===== config.mk =====
export PLATFORM = sky130hd
export DESIGN_NAME = sof_length_xor_fcs_deframer_top
export DESIGN_NICKNAME = d
export VERILOG_FILES = /design/src/rtl/sofd_pkg.sv /design/src/rtl/sofd_frame_ram.sv /design/src/rtl/sofd_parser.sv /design/src/rtl/sof_length_xor_fcs_deframer_top.sv
export SDC_FILE = /design/constraint.sdc
export NUM_CORES = 2
export LEC_CHECK = 0
export ABC_AREA = 1
export BUFFER_PORTS_ARGS = -buffer_cell sky130_fd_sc_hd__buf_2
export CAP_MARGIN = 15
export CORE_ASPECT_RATIO = 0.8
export CORE_MARGIN = 1
export CORE_UTILIZATION = 30
export CTS_BUF_LIST = sky130_fd_sc_hd__clkbuf_8
export CTS_CLUSTER_SIZE = 30
export DETAILED_ROUTE_END_ITERATION = 8
export SYNTH_ARGS = -nofsm -noshare
export SYNTH_HDL_FRONTEND = slang
export SYNTH_SLANG_ARGS = --single-unit

===== constraint.sdc =====
create_clock -name clock -period 3.7 [get_ports clock]
set_clock_uncertainty 0.05 [all_clocks]
set_input_delay 0.185 -clock clock [delete_from_list [all_inputs] [get_ports clock]]
set_output_delay 0.185 -clock clock [all_outputs]
set_load 0.02 [all_outputs]

===== src/rtl/sofd_pkg.sv =====
// Shared constants and types of the start-of-frame deframer.
package sofd_pkg;

   localparam int BUF_BYTES = 256;
   localparam int ADDR_W    = $clog2(BUF_BYTES);

   localparam logic [7:0] SOF_BYTE   = 8'hFE;
   localparam logic [7:0] RADIO_CODE = 8'h84;
   localparam logic [7:0] RSSI_SHIFT = 8'd73;
   localparam logic [7:0] LQI_MASK   = 8'h7F;

   localparam logic [1:0] PH_HUNT = 2'd0;
   localparam logic [1:0] PH_LEN  = 2'd1;
   localparam logic [1:0] PH_BODY = 2'd2;

   localparam logic ACT_BYTE = 1'b0;
   localparam logic ACT_READ = 1'b1;

   typedef struct packed {
      logic       has_rsp;
      logic       is_frame;
      logic [7:0] code;
      logic [7:0] plen;
      logic       radio;
      logic [7:0] rssi;
      logic [6:0] lqi;
      logic       read_hit;
   } rsp_type;

   typedef struct packed {
      logic              wr_en;
      logic              rd_en;
      logic [ADDR_W-1:0] addr;
      logic [7:0]        wdata;
   } ram_req_type;

endpackage


===== src/rtl/sofd_frame_ram.sv =====
// Single-port frame store with registered read data.
module sofd_frame_ram (
   input  logic                 clock,
   input  sofd_pkg::ram_req_type ram_req,
   output logic [7:0]           rdata
);

   logic [7:0] mem [sofd_pkg::BUF_BYTES];
   logic [7:0] rdata_ff;

   always_ff @(posedge clock) begin
      if (ram_req.wr_en) begin
         mem[ram_req.addr] <= ram_req.wdata;
      end
      if (ram_req.rd_en) begin
         rdata_ff <= mem[ram_req.addr];
      end
   end

   assign rdata = rdata_ff;

endmodule


===== src/rtl/sofd_parser.sv =====
// Frame parser: hunt, length, body with running XOR check, store access.
module sofd_parser (
   input  logic                  clock,
   input  logic                  reset,
   input  logic                  accept,
   input  logic                  action,
   input  logic [7:0]            rx_byte,
   input  logic [7:0]            read_index,
   output sofd_pkg::rsp_type     rsp,
   output sofd_pkg::ram_req_type ram_req
);

   logic [1:0] phase_ff, phase_in;
   logic [7:0] frame_length_ff, frame_length_in;
   logic [7:0] bytes_taken_ff, bytes_taken_in;
   logic [7:0] check_ff, check_in;
   logic [7:0] code_ff, code_in;
   logic [7:0] rssi_raw_ff, rssi_raw_in;
   logic [7:0] lqi_raw_ff, lqi_raw_in;
   logic [7:0] last_len_ff, last_len_in;

   logic       byte_acc;
   logic [8:0] ridx_p1;
   logic       too_long;
   logic       good;
   logic [7:0] plen;
   logic       radio;

   assign byte_acc = accept && (action == sofd_pkg::ACT_BYTE);
   assign ridx_p1  = {1'b0, read_index} + 9'd1;
   assign too_long = {1'b0, rx_byte} > 9'(sofd_pkg::BUF_BYTES - 1);
   assign plen     = frame_length_ff - 8'd1;
   assign radio    = (code_ff == sofd_pkg::RADIO_CODE) && (frame_length_ff >= 8'd3);

   always_comb begin
      phase_in        = phase_ff;
      frame_length_in = frame_length_ff;
      bytes_taken_in  = bytes_taken_ff;
      check_in        = check_ff;
      code_in         = code_ff;
      rssi_raw_in     = rssi_raw_ff;
      lqi_raw_in      = lqi_raw_ff;
      last_len_in     = last_len_ff;
      good            = 1'b0;
      ram_req.wr_en   = 1'b0;
      ram_req.rd_en   = accept && (action == sofd_pkg::ACT_READ);
      ram_req.addr    = ridx_p1[sofd_pkg::ADDR_W-1:0];
      ram_req.wdata   = rx_byte;
      if (byte_acc) begin
         unique case (phase_ff)
            sofd_pkg::PH_LEN: begin
               frame_length_in = rx_byte;
               bytes_taken_in  = 8'd0;
               check_in        = rx_byte;
               phase_in        = (rx_byte == 8'd0 || too_long) ?
                                 sofd_pkg::PH_HUNT : sofd_pkg::PH_BODY;
            end
            sofd_pkg::PH_BODY: begin
               ram_req.wr_en = 1'b1;
               ram_req.addr  = bytes_taken_ff[sofd_pkg::ADDR_W-1:0];
               if (bytes_taken_ff != frame_length_ff) begin
                  check_in       = check_ff ^ rx_byte;
                  bytes_taken_in = bytes_taken_ff + 8'd1;
                  if (bytes_taken_ff == 8'd0) begin
                     code_in = rx_byte;
                  end
                  if (bytes_taken_ff == 8'd1) begin
                     rssi_raw_in = rx_byte;
                  end
                  if (bytes_taken_ff == 8'd2) begin
                     lqi_raw_in = rx_byte;
                  end
               end else begin
                  phase_in = sofd_pkg::PH_HUNT;
                  good     = (check_ff == rx_byte) && (code_ff != 8'd0);
                  if (good) begin
                     last_len_in = plen;
                  end
               end
            end
            default: begin
               phase_in = (rx_byte == sofd_pkg::SOF_BYTE) ? sofd_pkg::PH_LEN : sofd_pkg::PH_HUNT;
            end
         endcase
      end
   end

   always_comb begin
      rsp          = '0;
      rsp.has_rsp  = good || ram_req.rd_en;
      rsp.is_frame = good;
      rsp.read_hit = ram_req.rd_en && (read_index < last_len_ff) &&
                     (ridx_p1 < 9'(sofd_pkg::BUF_BYTES));
      if (good) begin
         rsp.code  = code_ff;
         rsp.plen  = plen;
         rsp.radio = radio;
         if (radio) begin
            rsp.rssi = rssi_raw_ff - sofd_pkg::RSSI_SHIFT;
            rsp.lqi  = 7'(lqi_raw_ff & sofd_pkg::LQI_MASK);
         end
      end
   end

   always_ff @(posedge clock) begin
      if (reset) begin
         phase_ff        <= sofd_pkg::PH_HUNT;
         frame_length_ff <= 8'd0;
         bytes_taken_ff  <= 8'd0;
         check_ff        <= 8'd0;
         code_ff         <= 8'd0;
         rssi_raw_ff     <= 8'd0;
         lqi_raw_ff      <= 8'd0;
         last_len_ff     <= 8'd0;
      end else begin
         phase_ff        <= phase_in;
         frame_length_ff <= frame_length_in;
         bytes_taken_ff  <= bytes_taken_in;
         check_ff        <= check_in;
         code_ff         <= code_in;
         rssi_raw_ff     <= rssi_raw_in;
         lqi_raw_ff      <= lqi_raw_in;
         last_len_ff     <= last_len_in;
      end
   end

endmodule


===== src/rtl/sof_length_xor_fcs_deframer_top.sv =====
// Deframer top level: one word per cycle while req_stall is low; a result
// (good frame or read reply) is registered in the first stage, beside the
// registered read of the 256 x 8 single-port frame store, and then in the
// output register. Each word makes at most one store access (a body byte
// writes, a read word reads). rsp_stall backs up through the two stages to
// req_stall.
module sof_length_xor_fcs_deframer_top (
   input  logic              clock,
   input  logic              reset,
   input  logic              req_valid,
   output logic              req_stall,
   input  logic              req_action,
   input  logic [7:0]        req_rx_byte,
   input  logic [7:0]        req_read_index,
   output logic              rsp_valid,
   input  logic              rsp_stall,
   output logic              rsp_is_frame,
   output logic [7:0]        rsp_response_code,
   output logic [7:0]        rsp_payload_length,
   output logic              rsp_radio_info_valid,
   output logic signed [7:0] rsp_rssi_dbm,
   output logic [6:0]        rsp_link_quality,
   output logic [7:0]        rsp_read_data
);

   logic                  accept;
   logic                  out_load;
   sofd_pkg::rsp_type     p_rsp;
   sofd_pkg::ram_req_type ram_req;
   logic [7:0]            ram_rdata;

   logic                  s1_valid_ff, s1_valid_in;
   sofd_pkg::rsp_type     s1_rsp_ff;
   logic                  out_valid_ff, out_valid_in;
   sofd_pkg::rsp_type     out_rsp_ff;
   logic [7:0]            out_data_ff;

   assign out_load  = s1_valid_ff && (!out_valid_ff || !rsp_stall);
   assign req_stall = s1_valid_ff && !out_load;
   assign accept    = req_valid && !req_stall;

   sofd_parser u_parser (
      .clock      (clock),
      .reset      (reset),
      .accept     (accept),
      .action     (req_action),
      .rx_byte    (req_rx_byte),
      .read_index (req_read_index),
      .rsp        (p_rsp),
      .ram_req    (ram_req)
   );

   sofd_frame_ram u_ram (
      .clock   (clock),
      .ram_req (ram_req),
      .rdata   (ram_rdata)
   );

   always_comb begin
      s1_valid_in = s1_valid_ff && !out_load;
      if (accept) begin
         s1_valid_in = p_rsp.has_rsp;
      end
      out_valid_in = out_load || (out_valid_ff && rsp_stall);
   end

   always_ff @(posedge clock) begin
      if (reset) begin
         s1_valid_ff  <= 1'b0;
         out_valid_ff <= 1'b0;
      end else begin
         s1_valid_ff  <= s1_valid_in;
         out_valid_ff <= out_valid_in;
      end
   end

   always_ff @(posedge clock) begin
      if (accept) begin
         s1_rsp_ff <= p_rsp;
      end
      if (out_load) begin
         out_rsp_ff  <= s1_rsp_ff;
         out_data_ff <= s1_rsp_ff.read_hit ? ram_rdata : 8'd0;
      end
   end

   assign rsp_valid            = out_valid_ff;
   assign rsp_is_frame         = out_rsp_ff.is_frame;
   assign rsp_response_code    = out_rsp_ff.code;
   assign rsp_payload_length   = out_rsp_ff.plen;
   assign rsp_radio_info_valid = out_rsp_ff.radio;
   assign rsp_rssi_dbm         = out_rsp_ff.rssi;
   assign rsp_link_quality     = out_rsp_ff.lqi;
   assign rsp_read_data        = out_data_ff;

endmodule


==> out/qor.yml <==
placement:
  dpl.hpwl_um: 172000
  placed_area_mm2: 0.106
  gp_congestion: 0.863
  dp_cells: 14400
  place_ws_ns: -0.347
  portBuffers: 63
clock_tree:
  clk_latency_ns: 0.96
  clock_tree.root_cell: "clkbuf_8"
  htreeDepth: 5
  clock_sinks: 2190
  clkSlewWorstSetupHoldPaths_ns: 0.06
  numCtsBuffers: 340
  clock_path_buffers: 4
  cts_tree: "done"
min_path:
  holdCritStartpoint: "req_rx_byte[0]"
  hold_end: "u_ram.mem[5][0]"
  min_path_type: "in2reg"
  hold_path_depth: 2
setup_path:
  max_stage_delay_ns: 0.35
  start_kind: "flip-flop"
  startpoint: "u_parser.phase_ff[0]"
  slowest_stage: "dfxtp_1"
  r2r_cells: 24
  worstPathRequired_ns: 4.37
  crit_fanout: 18
  arrival_ns: 4.26
  rr_startpoint: "u_parser.phase_ff[0]"
  reg2reg_setup_slack_ns: 0.11
  crit_path_end_kind: "flip-flop"
  r2r-end: "u_ram.rdata[2]"
  worstSetupPathType: "reg2reg"
  crit_top_cell: "nand2_1"
  path_cells: "inv_2 > ha_4 > inv_4 > nand2_1 > nand2_1 > nand4_1 > buf_12 > nand2_8 > buf_12 > buf_12 > clkbuf_16 > nand2_1 > nand3_1 > nand2_1 > nand2_1 > nand2_1 > o21ai_0 > buf_4 > nand2_1 > nor2_1 > nor2_1 > buf_4 > nor2_1 > nand2_1"
synth:
  syn_area_per_cell_um2: 9.76
  synth_seq_cells: 2190
  syn_inst: 9995
  yosysUniqueCellTypes: 46
  syn-num-nets: 10000
  seq_area_frac_synth_pct: 66.8
  async_reset_ff_share_pct: 0
  synth_edf_count: 2131
  ys_warn_count: 0
  synth_flop_cell: "edfxtp_1"
  syn_area_mm2: 0.0976
die:
  io_pins: 64
  die_h_um: 512
  core_mm2: 0.322
  dieArea_mm2: 0.328
  die_w_um: 640
  start_util_pct: 30.3
  rows: 186
pwr:
  p_sw_mw: 14.4
  peakVddDrop_uv: 294
  power_frac_comb_pct: 12.3
  p_sw_share_pct: 27.4
  seqPwrFrac_pct: 51.8
  p_int_mw: 38.3
  power.density_mw_per_mm2: 465
  clockPowerShare_pct: 35.9
  p_leak_nw: 49.6
sta:
  tns_ns: 0
  fmax_ghz: 0.278
  drv_slew: 0
  max_slew_margin_pct: 31.5
  worstMarginPinSlew_ns: 1.02
  setup_viol: 0
  final.min_clock_period_ns: 3.59
  finalCritPeriodShare_pct: 97.1
  fin_ws_ns: 0.106
  hold_viol_final: 0
global_route:
  grt_pass1_vias: 63300
  grt_use_total_pct: 16.7
  antenna_found_initial: 17
  grt_max_degree: 145
  grt-ovfl-total: 0
  grt_pass1_wl_um: 414000
drt:
  wl_um: 285000
  final_antenna_net_count: 0
  drtIter0Drc: 8311
  drt_first_pass_iters: 6
  drc: 0
  vias: 68600
  viasPerCell: 4.55
  wl_per_cell_um: 18.9
layout:
  final_cell_mix: "nand2_1 (3235), edfxtp_1 (2131), inv_1 (2109), nand3_1 (1140), buf_4 (430)"
  mostFrequentLayoutCell: "nand2_1"
  layoutNonFillerInstCount: 15100
  fillers: 32300
  final_nets: 10500
  synthToLayoutAreaGrowth_pct: 16.2
  design_area_mm2: 0.113
  layout-drive-gt1-share_pct: 10.6
flow_run:
  max_cap_viol_count: 0
status:
  status: "finished, final reports clean"
## worst max path at each step
stage,end,slack (ns),cells past startpoint
finish,u_ram.rdata[2],0.11,24
CTS,u_ram.rdata[3],-0.0003,21
detailed placement,u_ram.rdata[5],-0.35,23
floorplan,rsp_is_frame,0.74,1
global route,u_ram.rdata[2],-0.06,24
global placement,u_ram.rdata[5],-0.37,23
## layout make-up
type / instances / area [um^2] / area share [%]
Antenna cell: 4 / 10.0 / 0.00883
Clock buffer: 347 / 4780 / 4.21
Clock inverter: 251 / 1230 / 1.08
Inverter: 2016 / 7570 / 6.68
Multi-Input combinational cell: 5307 / 22700 / 20.0
Sequential cell: 2190 / 65200 / 57.5
Tap cell: 4324 / 5410 / 4.77
Timing Repair Buffer: 641 / 6500 / 5.73
## state kept, by name (all words and copies together), names as in the netlist, 8 cells and up
name	count
u_parser.frame_length_ff	8
u_parser.check_ff	8
rsp_read_data	8
u_ram.mem	2048
s1_rsp_ff	34
u_parser.code_ff	8
rsp_payload_length	8
u_parser.bytes_taken_ff	8
u_parser.rssi_raw_ff	8
u_parser.last_len_ff	8
rsp_rssi_dbm	8
u_ram.rdata	8
rsp_response_code	8
## cell usage after synthesis, drive strengths merged, types with 2 or more instances
library cell	instances	area (um^2)
ha	17	213
and2	2	12.5
a41oi	2	17.5
nor2	452	1770
buf	404	2110
nor3	11	55.1
nor4	3	18.8
nor3b	3	22.5
edfxtp	2131	64000
xor2	12	105
o211ai	2	15.0
a211oi	2	15.0
nand3	1142	5730
dfxtp	59	1180
nand3b	32	240
nand2	3286	12400
clkbuf	78	297
a21oi	64	320
o21a	3	22.5
inv	2015	7570
or2	5	31.3
o21ai	233	1180
nand4	18	113
xnor2	13	114
## layer usage
layer	up-vias	wire, um	global-route usage, %	part of all wire, %
met1	32700	130000	25.3	46
li1	32600	-	-	-
met2	2906	119000	24.0	42
met4	8	6790	4.20	2.4
met5	-	49	0	0.017
met3	426	29300	3.61	10
## stage by stage
| stage | power, mW | util (%) | hold WS (ns) |
|---|---|---|---|
| global placement | 34.0 | 33.0 | 0.353 |
| CTS | 52.8 | 35.0 | 0.0722 |
| floorplan | 31.2 | - | 0.213 |
| finish | 52.7 | 35.2 | 0.129 |
| detailed placement | 34.0 | 33.0 | 0.355 |
| global route | 54.5 | 35.2 | 0.0767 |
## worst max-delay path, delay by kind of cell, from the launching register on
family | cells | cell delay (ns)
AO/OA/AOI/OAI | 1 | 0.19
adder cells (fa/ha/maj) | 1 | 0.18
buffers and inverters | 8 | 1.19
flip-flops | 1 | 0.35
AND/OR/NAND/NOR | 14 | 1.39
## power groups by stage
stage | Sequential (mW) | Clock [mW] | Combinational [mW]
2_1_floorplan | 27.8 | 0 | 3.36
3_3_place_gp | 27.8 | 0 | 6.15
3_5_place_dp | 27.8 | 0 | 6.15
4_1_cts | 27.3 | 19.3 | 6.24
5_1_grt | 27.3 | 20.3 | 6.98
6_report | 27.3 | 18.9 | 6.48
## repair_timing
item	in CTS	in global routing
endpoints found under the hold margin	937	0
pin swaps	3	9
setup buffers	3	11
hold buffers	17	0
setup endpoints to repair	8	21
gates cloned	2	12
gates resized for setup	17	64
## kinds of logic (layout without fill, tap and decap cells)
group                      after synthesis  count (layout)  share of synthesized area (%)
and+or+nand+nor                       4955            4955                           20.9
AOI/OAI and AO/OA                      310             310                           1.64
other                                    0               4                              0
buffers and inverters                 2498            3255                           10.2
adders and majority gates               17              17                          0.218
DFF                                   2190            2190                           66.8
xor gates and xnor gates                25              25                          0.224
Note: power is estimated with default switching activity, not from simulation.
